## src/hdl/ffir_pkg.sv

```systemverilog
// Shared types, codes and sizes for the first-fit interval reserver.
package ffir_pkg;

  localparam int MAX_ENTRIES = 64;
  localparam int IDX_W       = (MAX_ENTRIES > 1) ? $clog2(MAX_ENTRIES) : 1;
  localparam int CNT_W       = $clog2(MAX_ENTRIES + 1);
  localparam int CNT_OUT_W   = 7;
  localparam int MIN_W       = 11;
  localparam int END_W       = 12;
  localparam int STEP_W      = 6;
  localparam int SUM_W       = 17;
  localparam int ROW_W       = 2 * MIN_W;
  localparam int CFG_IDX_W   = 2;
  localparam int CFG_DATA_W  = 11;

  localparam logic [1:0] CMD_RESERVE = 2'd0;
  localparam logic [1:0] CMD_CLEAR   = 2'd1;
  localparam logic [1:0] CMD_CHANGE  = 2'd2;

  localparam logic [2:0] STS_OK        = 3'd0;
  localparam logic [2:0] STS_NO_FIT    = 3'd1;
  localparam logic [2:0] STS_ZERO_DUR  = 3'd2;
  localparam logic [2:0] STS_FULL      = 3'd3;
  localparam logic [2:0] STS_BAD_INDEX = 3'd4;

  localparam logic [CFG_IDX_W-1:0] CFG_WINDOW_START = 2'd0;
  localparam logic [CFG_IDX_W-1:0] CFG_WINDOW_END   = 2'd1;
  localparam logic [CFG_IDX_W-1:0] CFG_SEARCH_STEP  = 2'd2;

  localparam logic [MIN_W-1:0]  RST_WINDOW_START = 11'd540;
  localparam logic [MIN_W-1:0]  RST_WINDOW_END   = 11'd1020;
  localparam logic [STEP_W-1:0] RST_SEARCH_STEP  = 6'd5;

  typedef struct packed {
    logic [1:0]       command;
    logic [MIN_W-1:0] duration;
    logic [5:0]       entry_index;
  } in_item_t;

  typedef struct packed {
    logic [2:0]           status;
    logic [MIN_W-1:0]     start_minute;
    logic [END_W-1:0]     end_minute;
    logic [5:0]           slot_number;
    logic [CNT_OUT_W-1:0] count_now;
    logic [SUM_W-1:0]     total_reserved;
  } out_result_t;

  typedef enum logic [1:0] {
    ST_IDLE,
    ST_SEARCH,
    ST_CHANGE
  } state_t;

  typedef enum logic [1:0] {
    OUT_NONE,
    OUT_BLANK,
    OUT_RESERVE,
    OUT_CHANGE
  } out_kind_t;

  typedef struct packed {
    logic      load;
    logic      clear;
    logic      adv;
    logic      next;
    out_kind_t kind;
    logic [2:0] status;
  } ctl_cmd_t;

  typedef struct packed {
    logic [1:0] in_command;
    logic       in_dur_zero;
    logic       in_idx_bad;
    logic       full;
    logic       dur_zero;
    logic       over;
    logic       hit;
    logic       fits;
  } dp_sts_t;

endpackage

```

## src/hdl/ffir_ctrl.sv

```systemverilog
// Controller state machine: sequences reserve searches and entry changes.
module ffir_ctrl import ffir_pkg::*; (
  input  logic     clk,
  input  logic     rst_n,
  input  logic     start,
  output logic     busy,
  input  dp_sts_t  sts,
  output ctl_cmd_t ctl
);

  state_t state_r;
  state_t state_nxt;
  logic   accept;

  assign accept = start && (state_r == ST_IDLE);
  assign busy   = (state_r != ST_IDLE);

  always_ff @(posedge clk) begin
    if (!rst_n) begin
      state_r <= ST_IDLE;
    end else begin
      state_r <= state_nxt;
    end
  end

  always_comb begin
    state_nxt = state_r;
    case (state_r)
      ST_IDLE: begin
        if (accept) begin
          if (sts.in_command == CMD_RESERVE && !sts.in_dur_zero && !sts.full) begin
            state_nxt = ST_SEARCH;
          end else if (sts.in_command == CMD_CHANGE && !sts.in_idx_bad) begin
            state_nxt = ST_CHANGE;
          end
        end
      end
      ST_SEARCH: begin
        if (sts.over || sts.fits) begin
          state_nxt = ST_IDLE;
        end
      end
      ST_CHANGE: begin
        state_nxt = ST_IDLE;
      end
      default: begin
        state_nxt = ST_IDLE;
      end
    endcase
  end

  always_comb begin
    ctl = '{load: 1'b0, clear: 1'b0, adv: 1'b0, next: 1'b0,
            kind: OUT_NONE, status: STS_OK};
    case (state_r)
      ST_IDLE: begin
        if (accept) begin
          ctl.load = 1'b1;
          case (sts.in_command)
            CMD_RESERVE: begin
              if (sts.in_dur_zero) begin
                ctl.kind   = OUT_BLANK;
                ctl.status = STS_ZERO_DUR;
              end else if (sts.full) begin
                ctl.kind   = OUT_BLANK;
                ctl.status = STS_FULL;
              end
            end
            CMD_CLEAR: begin
              ctl.clear = 1'b1;
              ctl.kind  = OUT_BLANK;
            end
            CMD_CHANGE: begin
              if (sts.in_idx_bad) begin
                ctl.kind   = OUT_BLANK;
                ctl.status = STS_BAD_INDEX;
              end
            end
            default: begin
              ctl.kind = OUT_BLANK;
            end
          endcase
        end
      end
      ST_SEARCH: begin
        if (sts.over) begin
          ctl.kind   = OUT_BLANK;
          ctl.status = STS_NO_FIT;
        end else if (sts.fits) begin
          ctl.kind = OUT_RESERVE;
        end else if (sts.hit) begin
          ctl.adv = 1'b1;
        end else begin
          ctl.next = 1'b1;
        end
      end
      ST_CHANGE: begin
        ctl.kind   = OUT_CHANGE;
        ctl.status = sts.dur_zero ? STS_ZERO_DUR : STS_OK;
      end
      default: begin
        ctl.kind = OUT_NONE;
      end
    endcase
  end

endmodule

```

## src/hdl/ffir_dpath.sv

```systemverilog
// Datapath: settings, interval table, candidate search and result registers.
module ffir_dpath import ffir_pkg::*; (
  input  logic                  clk,
  input  logic                  rst_n,
  input  logic                  cfg_we,
  input  logic [CFG_IDX_W-1:0]  cfg_index,
  input  logic [CFG_DATA_W-1:0] cfg_data,
  input  in_item_t              in_item,
  input  ctl_cmd_t              ctl,
  output dp_sts_t               sts,
  output out_result_t           out_result,
  output logic                  out_valid
);

  logic [ROW_W-1:0] mem [MAX_ENTRIES];
  logic [ROW_W-1:0] rd_r;

  logic [MIN_W-1:0]  win_start_r;
  logic [MIN_W-1:0]  win_end_r;
  logic [STEP_W-1:0] step_r;

  logic [MIN_W-1:0] dur_r;
  logic [END_W-1:0] cand_r, cand_nxt;
  logic [IDX_W-1:0] ptr_r, ptr_nxt;
  logic [CNT_W-1:0] clean_r, clean_nxt;
  logic [CNT_W-1:0] count_r, count_nxt;
  logic [SUM_W-1:0] sum_r, sum_nxt;

  logic             out_valid_r;
  logic [2:0]       status_r;
  logic [MIN_W-1:0] start_r, start_nxt;
  logic [END_W-1:0] end_r, end_nxt;
  logic [5:0]       slot_r, slot_nxt;

  logic [STEP_W-1:0] step_eff;
  logic [END_W:0]    cand_end;
  logic [MIN_W-1:0]  ob;
  logic [MIN_W-1:0]  ln;
  logic [END_W-1:0]  oe;
  logic              chg_write;
  logic              mem_we;
  logic [IDX_W-1:0]  mem_wa;
  logic [ROW_W-1:0]  mem_wd;

  assign step_eff = (step_r == '0) ? STEP_W'(1) : step_r;
  assign cand_end = (END_W + 1)'(cand_r) + (END_W + 1)'(dur_r);
  assign ob       = rd_r[ROW_W-1:MIN_W];
  assign ln       = rd_r[MIN_W-1:0];
  assign oe       = END_W'(ob) + END_W'(ln);
  assign chg_write = (ctl.kind == OUT_CHANGE) && (dur_r != '0);

  always_comb begin
    sts.in_command  = in_item.command;
    sts.in_dur_zero = (in_item.duration == '0);
    sts.in_idx_bad  = (int'(in_item.entry_index) >= int'(count_r));
    sts.full        = (count_r >= CNT_W'(MAX_ENTRIES));
    sts.dur_zero    = (dur_r == '0);
    sts.over        = (cand_end > (END_W + 1)'(win_end_r));
    sts.hit         = !((cand_end <= (END_W + 1)'(ob)) || (cand_r >= oe));
    sts.fits        = (clean_r == count_r);
  end

  always_ff @(posedge clk) begin
    if (!rst_n) begin
      win_start_r <= RST_WINDOW_START;
      win_end_r   <= RST_WINDOW_END;
      step_r      <= RST_SEARCH_STEP;
    end else if (cfg_we) begin
      case (cfg_index)
        CFG_WINDOW_START: win_start_r <= cfg_data;
        CFG_WINDOW_END:   win_end_r   <= cfg_data;
        CFG_SEARCH_STEP:  step_r      <= cfg_data[STEP_W-1:0];
        default: begin
        end
      endcase
    end
  end

  always_comb begin
    ptr_nxt   = ptr_r;
    clean_nxt = clean_r;
    cand_nxt  = cand_r;
    if (ctl.load) begin
      ptr_nxt   = (in_item.command == CMD_CHANGE) ? IDX_W'(in_item.entry_index) : '0;
      clean_nxt = '0;
      cand_nxt  = END_W'(win_start_r);
    end else if (ctl.adv) begin
      clean_nxt = '0;
      cand_nxt  = cand_r + END_W'(step_eff);
    end else if (ctl.next) begin
      clean_nxt = clean_r + CNT_W'(1);
      if (CNT_W'(ptr_r) + CNT_W'(1) == count_r) begin
        ptr_nxt = '0;
      end else begin
        ptr_nxt = ptr_r + IDX_W'(1);
      end
    end
  end

  always_comb begin
    count_nxt = count_r;
    sum_nxt   = sum_r;
    if (ctl.clear) begin
      count_nxt = '0;
      sum_nxt   = '0;
    end else if (ctl.kind == OUT_RESERVE) begin
      count_nxt = count_r + CNT_W'(1);
      sum_nxt   = sum_r + SUM_W'(dur_r);
    end else if (chg_write) begin
      sum_nxt   = sum_r + SUM_W'(dur_r) - SUM_W'(ln);
    end
  end

  always_comb begin
    start_nxt = '0;
    end_nxt   = '0;
    slot_nxt  = '0;
    mem_we    = 1'b0;
    mem_wa    = ptr_r;
    mem_wd    = {ob, dur_r};
    case (ctl.kind)
      OUT_RESERVE: begin
        start_nxt = cand_r[MIN_W-1:0];
        end_nxt   = cand_end[END_W-1:0];
        slot_nxt  = 6'(count_r[IDX_W-1:0]);
        mem_we    = 1'b1;
        mem_wa    = count_r[IDX_W-1:0];
        mem_wd    = {cand_r[MIN_W-1:0], dur_r};
      end
      OUT_CHANGE: begin
        start_nxt = ob;
        end_nxt   = chg_write ? (END_W'(ob) + END_W'(dur_r)) : oe;
        slot_nxt  = 6'(ptr_r);
        mem_we    = chg_write;
      end
      default: begin
        mem_we = 1'b0;
      end
    endcase
  end

  always_ff @(posedge clk) begin
    if (mem_we) begin
      mem[mem_wa] <= mem_wd;
    end
    rd_r <= mem[ptr_nxt];
  end

  always_ff @(posedge clk) begin
    if (!rst_n) begin
      count_r     <= '0;
      sum_r       <= '0;
      out_valid_r <= 1'b0;
    end else begin
      count_r     <= count_nxt;
      sum_r       <= sum_nxt;
      out_valid_r <= (ctl.kind != OUT_NONE);
    end
  end

  always_ff @(posedge clk) begin
    ptr_r   <= ptr_nxt;
    clean_r <= clean_nxt;
    cand_r  <= cand_nxt;
    if (ctl.load) begin
      dur_r <= in_item.duration;
    end
    if (ctl.kind != OUT_NONE) begin
      status_r <= ctl.status;
      start_r  <= start_nxt;
      end_r    <= end_nxt;
      slot_r   <= slot_nxt;
    end
  end

  assign out_valid = out_valid_r;

  always_comb begin
    out_result.status         = status_r;
    out_result.start_minute   = start_r;
    out_result.end_minute     = end_r;
    out_result.slot_number    = slot_r;
    out_result.count_now      = CNT_OUT_W'(count_r);
    out_result.total_reserved = sum_r;
  end

endmodule

```

## src/hdl/first_fit_interval_reserver_unit.sv

```systemverilog
// Top level of the first-fit interval reserver: controller plus datapath.
//
//   channel  handshake           payload
//   input    start / busy        in_item (command, duration, entry_index)
//   result   out_valid strobe    out_result (status .. total_reserved)
//   config   cfg_we              cfg_index, cfg_data
//
// Clear, unused and rejected commands give their result one cycle after the transaction.
// A change reads the entry first and then answers from the change state.
// A reserve compares the candidate with one stored entry per cycle and moves the candidate
// one step per cycle on an overlap.
// Reset (rst_n low at a clock edge) empties the table and loads default window settings.
// The result strobe lasts one cycle; the receiver cannot stall it.
module first_fit_interval_reserver_unit import ffir_pkg::*; (
  input  logic                  clk,
  input  logic                  rst_n,
  input  logic                  start,
  output logic                  busy,
  input  in_item_t              in_item,
  output logic                  out_valid,
  output out_result_t           out_result,
  input  logic                  cfg_we,
  input  logic [CFG_IDX_W-1:0]  cfg_index,
  input  logic [CFG_DATA_W-1:0] cfg_data
);

  ctl_cmd_t ctl;
  dp_sts_t  sts;

  ffir_ctrl u_ctrl (
    .clk   (clk),
    .rst_n (rst_n),
    .start (start),
    .busy  (busy),
    .sts   (sts),
    .ctl   (ctl)
  );

  ffir_dpath u_dpath (
    .clk        (clk),
    .rst_n      (rst_n),
    .cfg_we     (cfg_we),
    .cfg_index  (cfg_index),
    .cfg_data   (cfg_data),
    .in_item    (in_item),
    .ctl        (ctl),
    .sts        (sts),
    .out_result (out_result),
    .out_valid  (out_valid)
  );

endmodule
```

## config.mk

```make
export PLATFORM = sky130hd
export DESIGN_NAME = first_fit_interval_reserver_unit
export DESIGN_NICKNAME = d
export VERILOG_FILES = /design/src/hdl/ffir_pkg.sv /design/src/hdl/ffir_ctrl.sv /design/src/hdl/ffir_dpath.sv /design/src/hdl/first_fit_interval_reserver_unit.sv
export SDC_FILE = /design/constraint.sdc
export NUM_CORES = 2
export LEC_CHECK = 0
export BUFFER_PORTS_ARGS = -buffer_cell sky130_fd_sc_hd__buf_4
export CORE_UTILIZATION = 42
export CTS_CLUSTER_SIZE = 12
export DETAILED_ROUTE_END_ITERATION = 16
export GPL_TIMING_DRIVEN = 0
export PLACE_DENSITY = 0.65
export REMOVE_ABC_BUFFERS = 1
export SLEW_MARGIN = 30
export SYNTH_ARGS = -nofsm -noshare
export SYNTH_HDL_FRONTEND = slang
export SYNTH_HIERARCHICAL = 1
export SYNTH_SLANG_ARGS = --single-unit
```

## constraint.sdc

```tcl
create_clock -name clk -period 9.1 [get_ports clk]
set_clock_uncertainty 0.05 [all_clocks]
set_input_delay 0.91 -clock clk [delete_from_list [all_inputs] [get_ports clk]]
set_output_delay 0.91 -clock clk [all_outputs]
set_load 0.1 [all_outputs]
```

* After elaboration in Yosys (flattened, before gate mapping) *
Memory sizes are Yosys's and may differ from the RTL's. A register that Yosys moved wholly into a read port is not among the register bits.
Cells that the tools add are included.

word-level totals
  bits in registers = 123
  memory bits (writable) = 1408
  input bits = 36
  word-level logic and storage cells = 117
  memories = 1

operators by class
  add/sub/neg operators = 10
  magnitude comparators = 5
  equal/unequal tests = 13
  muxes and demuxes = 44
  bitwise gates (word level) = 1
  reduce and logical (&&, ||, !) cells = 27

memories
  name         depth  bits a word  read ports  clocked after memory_dff  write ports  RTL line          source
  u_dpath.mem  64     22           1           1                         1            ffir_dpath.sv:15  logic [ROW_W-1:0] mem [MAX_ENTRIES];

operators with widths
  kind                   count
  $mux W6                7
  $mux W17               2
  $add A11 B11 Y12       2
  $mux W2                12
  $pmux W12 S2           1
  $logic_not A11 Y1      2
  $mux W11               2
  $mux W22               1
  $pmux W11 S2           1
  $add A17 B11 Y17       1
  $sub A17 B11 Y17       1
  $add A7 B1 Y7 const B  2
  $eq A7 B7 Y1           2
  $add A12 B11 Y13       1
  $gt A13 B11 Y1         1
  $le A13 B11 Y1         1
  $add A12 B6 Y12        1
  $ge A12 B12 Y1         1
  $mux W12               1
  $mux W4                3
  $pmux W6 S2            1
  $reduce_bool A11 Y1    1
  $eq A2 B2 Y1 const B   5
  $pmux W3 S3            1
  23 further kinds       47

* Logic depth before layout (Yosys ltp) *
  depth after elaboration = 11
  mapped depth = 35
  gate-level depth less buffers = 29

* By module *
Netlist, hierarchy kept.

by module, submodules not included
  module      times used  cells each  area each (µm²)  seq. area each (µm²)
  ffir_dpath  1           4612        65371.4          45683.8
  ffir_ctrl   1           34          262.8            40.0

* Worst setup path before layout *
No wires, ideal clock.

  kind = reg-to-reg
  from = reg u_dpath.dur_r[0]
  to = mem u_dpath/mem[0][12] (netlist bit), data pin
  setup time = 0.702 ns
  arrival = 7.596 ns
  slack = 0.752 ns
  stages on the path, launching flop included = 22
  period minus slack after synthesis = 8.348 ns
  path through = edfxtp_1 ha_1 fa_1 a21o_1 a21oi_1 nor2b_1 o21a_1 o41ai_1 o21ai_0 xor2_1 ha_1 nand2_1 o21a_1 o21ai_0 nand3b_1 mux2i_1 clkbuf_1 nor2b_1 clkbuf_1 buf_1 clkbuf_1 o21ai_0

RTL lines
  element                 RTL line           source
  start, declared         ffir_dpath.sv:22   logic [MIN_W-1:0] dur_r;
  start signal, assigned  ffir_dpath.sv:166  dur_r <= in_item.duration;
  end, declared           ffir_dpath.sv:15

==> summary.txt <==
STA
  • Slew Limit Fails: 0
  • Worst-Margin Slew: 1.01 ns
  • Tmin final: 8.86 ns
  • Final Hold Fails: 0
  • Setup violators final: 0
  • Setup TNS Final: 0 ns
  • Final WS setup: 0.242 ns
  • Hold WS: 0.263 ns
  • Fmax: 0.113 GHz
  • Slew margin rel.: 0.318
  • Post-route clock period utilization: 0.973

CTS
  • CTS Sinks: 1553
  • Max clock buf depth: 3
  • CTS root buffer: clkbuf_16
  • Clock transition at the registers of the reported paths: 0.06 ns
  • Worst-skew pair later-pin latency: 0.80 ns
  • CTS tree: built
  • Total CTS buffers: 159
  • Hold_buf cts: 0
  • H-tree depth: 4

Run status
  • Status: finished, final reports clean

Setup path
  • Top delay family on crit path: compound AO/OA/AOI/OAI gates
  • WP data arrival: 9.53 ns
  • Worst R2R Start: u_dpath/dur_r[0]
  • CP Launch Type: register
  • Most frequent CP cell: buf_16
  • Crit-path slowest cell: nor4bb_1
  • CP Max Fanout: 64
  • CP Launch Point: u_dpath/dur_r[0]
  • Worst EP required: 9.77 ns
  • Buf+Inv Stages, Crit Path: 6
  • Setup crit end kind: register
  • Max stage delay on crit path: 0.70 ns
  • Critical path class: reg2reg

Global route
  • First-pass GRT wire length: 251000 um
  • Number of global-route vias before repair: 38.2k
  • Global route total overflow: 0
  • Total track usage: 0.214
  • Initial antenna violation count: 3
  • Largest net degree at the start of global routing: 112

Yosys
  • Adder-Cell Fraction of Synth Area: 0.0218
  • Syn Inst Count: 4646
  • Average size of a mapped cell: 14.1 um2
  • Simple-gate share of the synthesized area: 0.0926
  • Synth warn: 6
  • Number of enable flip-flop cells after synthesis: 1462
  • Seq cells post-synth: 1553
  • Largest family of logic cells by synthesized area: multiplexers
  • Synth Area in XOR/XNOR: 0.0116
  • Mux cell area share after synthesis: 0.0960
  • Async SR Flop Fraction: 0
  • Primary FF master, synth: edfxtp_1
  • Sequential area share after synthesis: 0.697
  • Mapped Area: 65600 um2
  • Netlist cell types: 77
  • Compound-cell area share of the yosys netlist: 0.0561

Pwr
  • Gate power share: 0.220
  • Max VDD drop: 235 uV
  • Flop pwr share: 0.453
  • Sw Ratio: 0.288
  • Clock power share: 0.327
  • PwrDens: 243 nW/um2
  • Leak: 27.1 nW
  • Int Pwr: 0.0134 W
  • Switching pwr: 0.00542 W

Placement
  • Placement Cell Area: 72100 um2
  • Place WS: -1.08 ns
  • Post-DP HPWL: 112000 um
  • Port bufs: 93
  • RePlAce Congestion: 0.886

Final layout
  • Final Net Count: 4988
  • N_diodes: 0
  • Share of cells above drive strength 1: 0.165
  • Finished Cell Area: 77500 um2
  • Layout Utilization: 0.501
  • Area growth from synthesis to layout: 18.0%
  • Fillers: 12.7k

Die
  • CORE AREA: 155000 um2
  • Std cell rows: 144
  • Die height: 397 um
  • Die Wd: 397 um
  • Starting Density: 0.425
  • IO Count: 94
  • Die ar.: 158000 um2

Route
  • Antenna Nets Post-Route: 0
  • Initial drt markers: 4220
  • Total Wirelength: 171000 um
  • Drt first pass iters: 5
  • Post-DR vias/cell: 5.71
  • Via count: 39.8k
  • WL/cell: 24.6 um
  • DRC violations left: 0

Min path
  • Worst min path class: in2reg
  • HP Start: in_item[14]

Flow run
  • Max Cap Viol: 0
[repair_timing]
item	in CTS	in global routing
pin swaps	1	5
cloned	4	4
setup buffers	0	5
setup endpoints to repair	22	22
resized for setup	30	12
[layout make-up]
class                   count  area (um2)  area share
clock buffers             209        4350      0.0561
clock inverters            46         459     0.00593
inverters                  80         324     0.00418
multi-input cells        2764       19400       0.250
flip-flops and latches   1553       45700       0.590
well taps                2044        2560      0.0330
repair buffers            283        4650      0.0600
[metrics by stage]
stage	total power, W	cells
after CTS	0.0189	6970
after global routing	0.0195	6979
after global placement	0.0126	6533
after detailed placement	0.0127	6711
after floorplan	0.0111	4396
final	0.0189	6979
[cell families after synthesis]
logic type / Yosys count
and+or+nand+nor: 1345
AOI/OAI and AO/OA: 615
buffers and inverters: 330
DFF: 1553
adders and majority gates: 111
xor gates and xnor gates: 85
muxes: 607
[path summary, 6_finish.rpt]
kind | to | slack, ns | cells past startpoint
setup / recovery | u_dpath/rd_r[10] | 0.24 | 29
hold / removal | u_dpath/dur_r[8] | 0.26 | 1
setup reg to reg | u_dpath/rd_r[10] | 0.24 | 29
hold reg to reg | u_dpath/win_start_r[1] | 0.42 | 2
[placed cells by master, fill, tap and decap left out, types with 40 or more instances in the layout]
master     Yosys  routed
edfxtp_1    1462    1462
nand2_1      683     667
mux2i_1      429     428
nand3_1      258     252
a21oi_1      219     218
mux2_2       177     177
clkbuf_16      0     169
o22ai_1      159     159
buf_4         41     112
ha_1         105     105
buf_16         0      96
dfxtp_1       91      91
nor2_1       150      85
inv_1         77      77
o21ai_0       90      74
nor2_4         1      65
nor3_1        66      60
xnor2_1       59      59
clkbuf_1     106      40
[Yosys cell counts, types with 17 or more instances]
master	instances	area [um2]
edfxtp_1	1462	43900
nand2_1	683	2560
mux2i_1	429	4290
nand3_1	258	1290
a21oi_1	219	1100
mux2_2	177	1990
o22ai_1	159	995
nor2_1	150	563
clkbuf_1	106	398
ha_1	105	1310
dfxtp_1	91	1820
o21ai_0	90	450
inv_1	77	289
nor3_1	66	330
buf_2	60	300
xnor2_1	59	517
buf_4	41	308
nor2b_1	32	200
nor4_1	31	194
and3_1	30	188
a21o_1	27	203
buf_6	25	282
xor2_1	25	219
nor4bb_1	22	220
buf_1	18	67.6
o211ai_1	17	128
[worst reg2reg max path, delay by kind of cell (launching register included)]
kind	cells	cell delay (ns)
AOI/OAI and AO/OA	11	3.15
xor gates and xnor gates	1	0.20
adders and majority gates	3	1.02
buffers and inverters	6	1.43
DFF	1	0.56
muxes	1	0.40
and+or+nand+nor	7	1.98
[power groups by stage]
stage / Clock, W / Sequential (W) / Combinational, W
3_3_place_gp: 0 / 0.00901 / 0.00355
6_report: 0.00616 / 0.00854 / 0.00415
4_1_cts: 0.00626 / 0.00853 / 0.00408
2_1_floorplan: 0 / 0.00885 / 0.00229
5_1_grt: 0.00651 / 0.00854 / 0.00443
3_5_place_dp: 0 / 0.00868 / 0.00400
[sequential cells by signal, summed over array words and instances, names as in the netlist]
signal / cells
u_dpath/clean_r: 7
u_dpath/win_start_r: 11
u_ctrl/state_r: 2
u_dpath/slot_r: 6
u_dpath/mem: 1408
u_dpath/rd_r: 22
u_dpath/ptr_r: 6
u_dpath/count_r: 7
u_dpath/win_end_r: 11
u_dpath/end_r: 12
u_dpath/dur_r: 11
u_dpath/step_r: 6
u_dpath/out_valid: 1
u_dpath/sum_r: 17
u_dpath/status_r: 3
u_dpath/cand_r: 12
u_dpath/start_r: 11
[per-layer routing]
metal  global-route usage  vias up  part of all wire
li1                     -    17900                 -
met1                0.292    20000              0.41
met2                0.341     1697              0.47
met3               0.0334      301             0.080
met4               0.0860        0             0.038
met5                    0        -                 0
(Power assumes the default switching activity.)
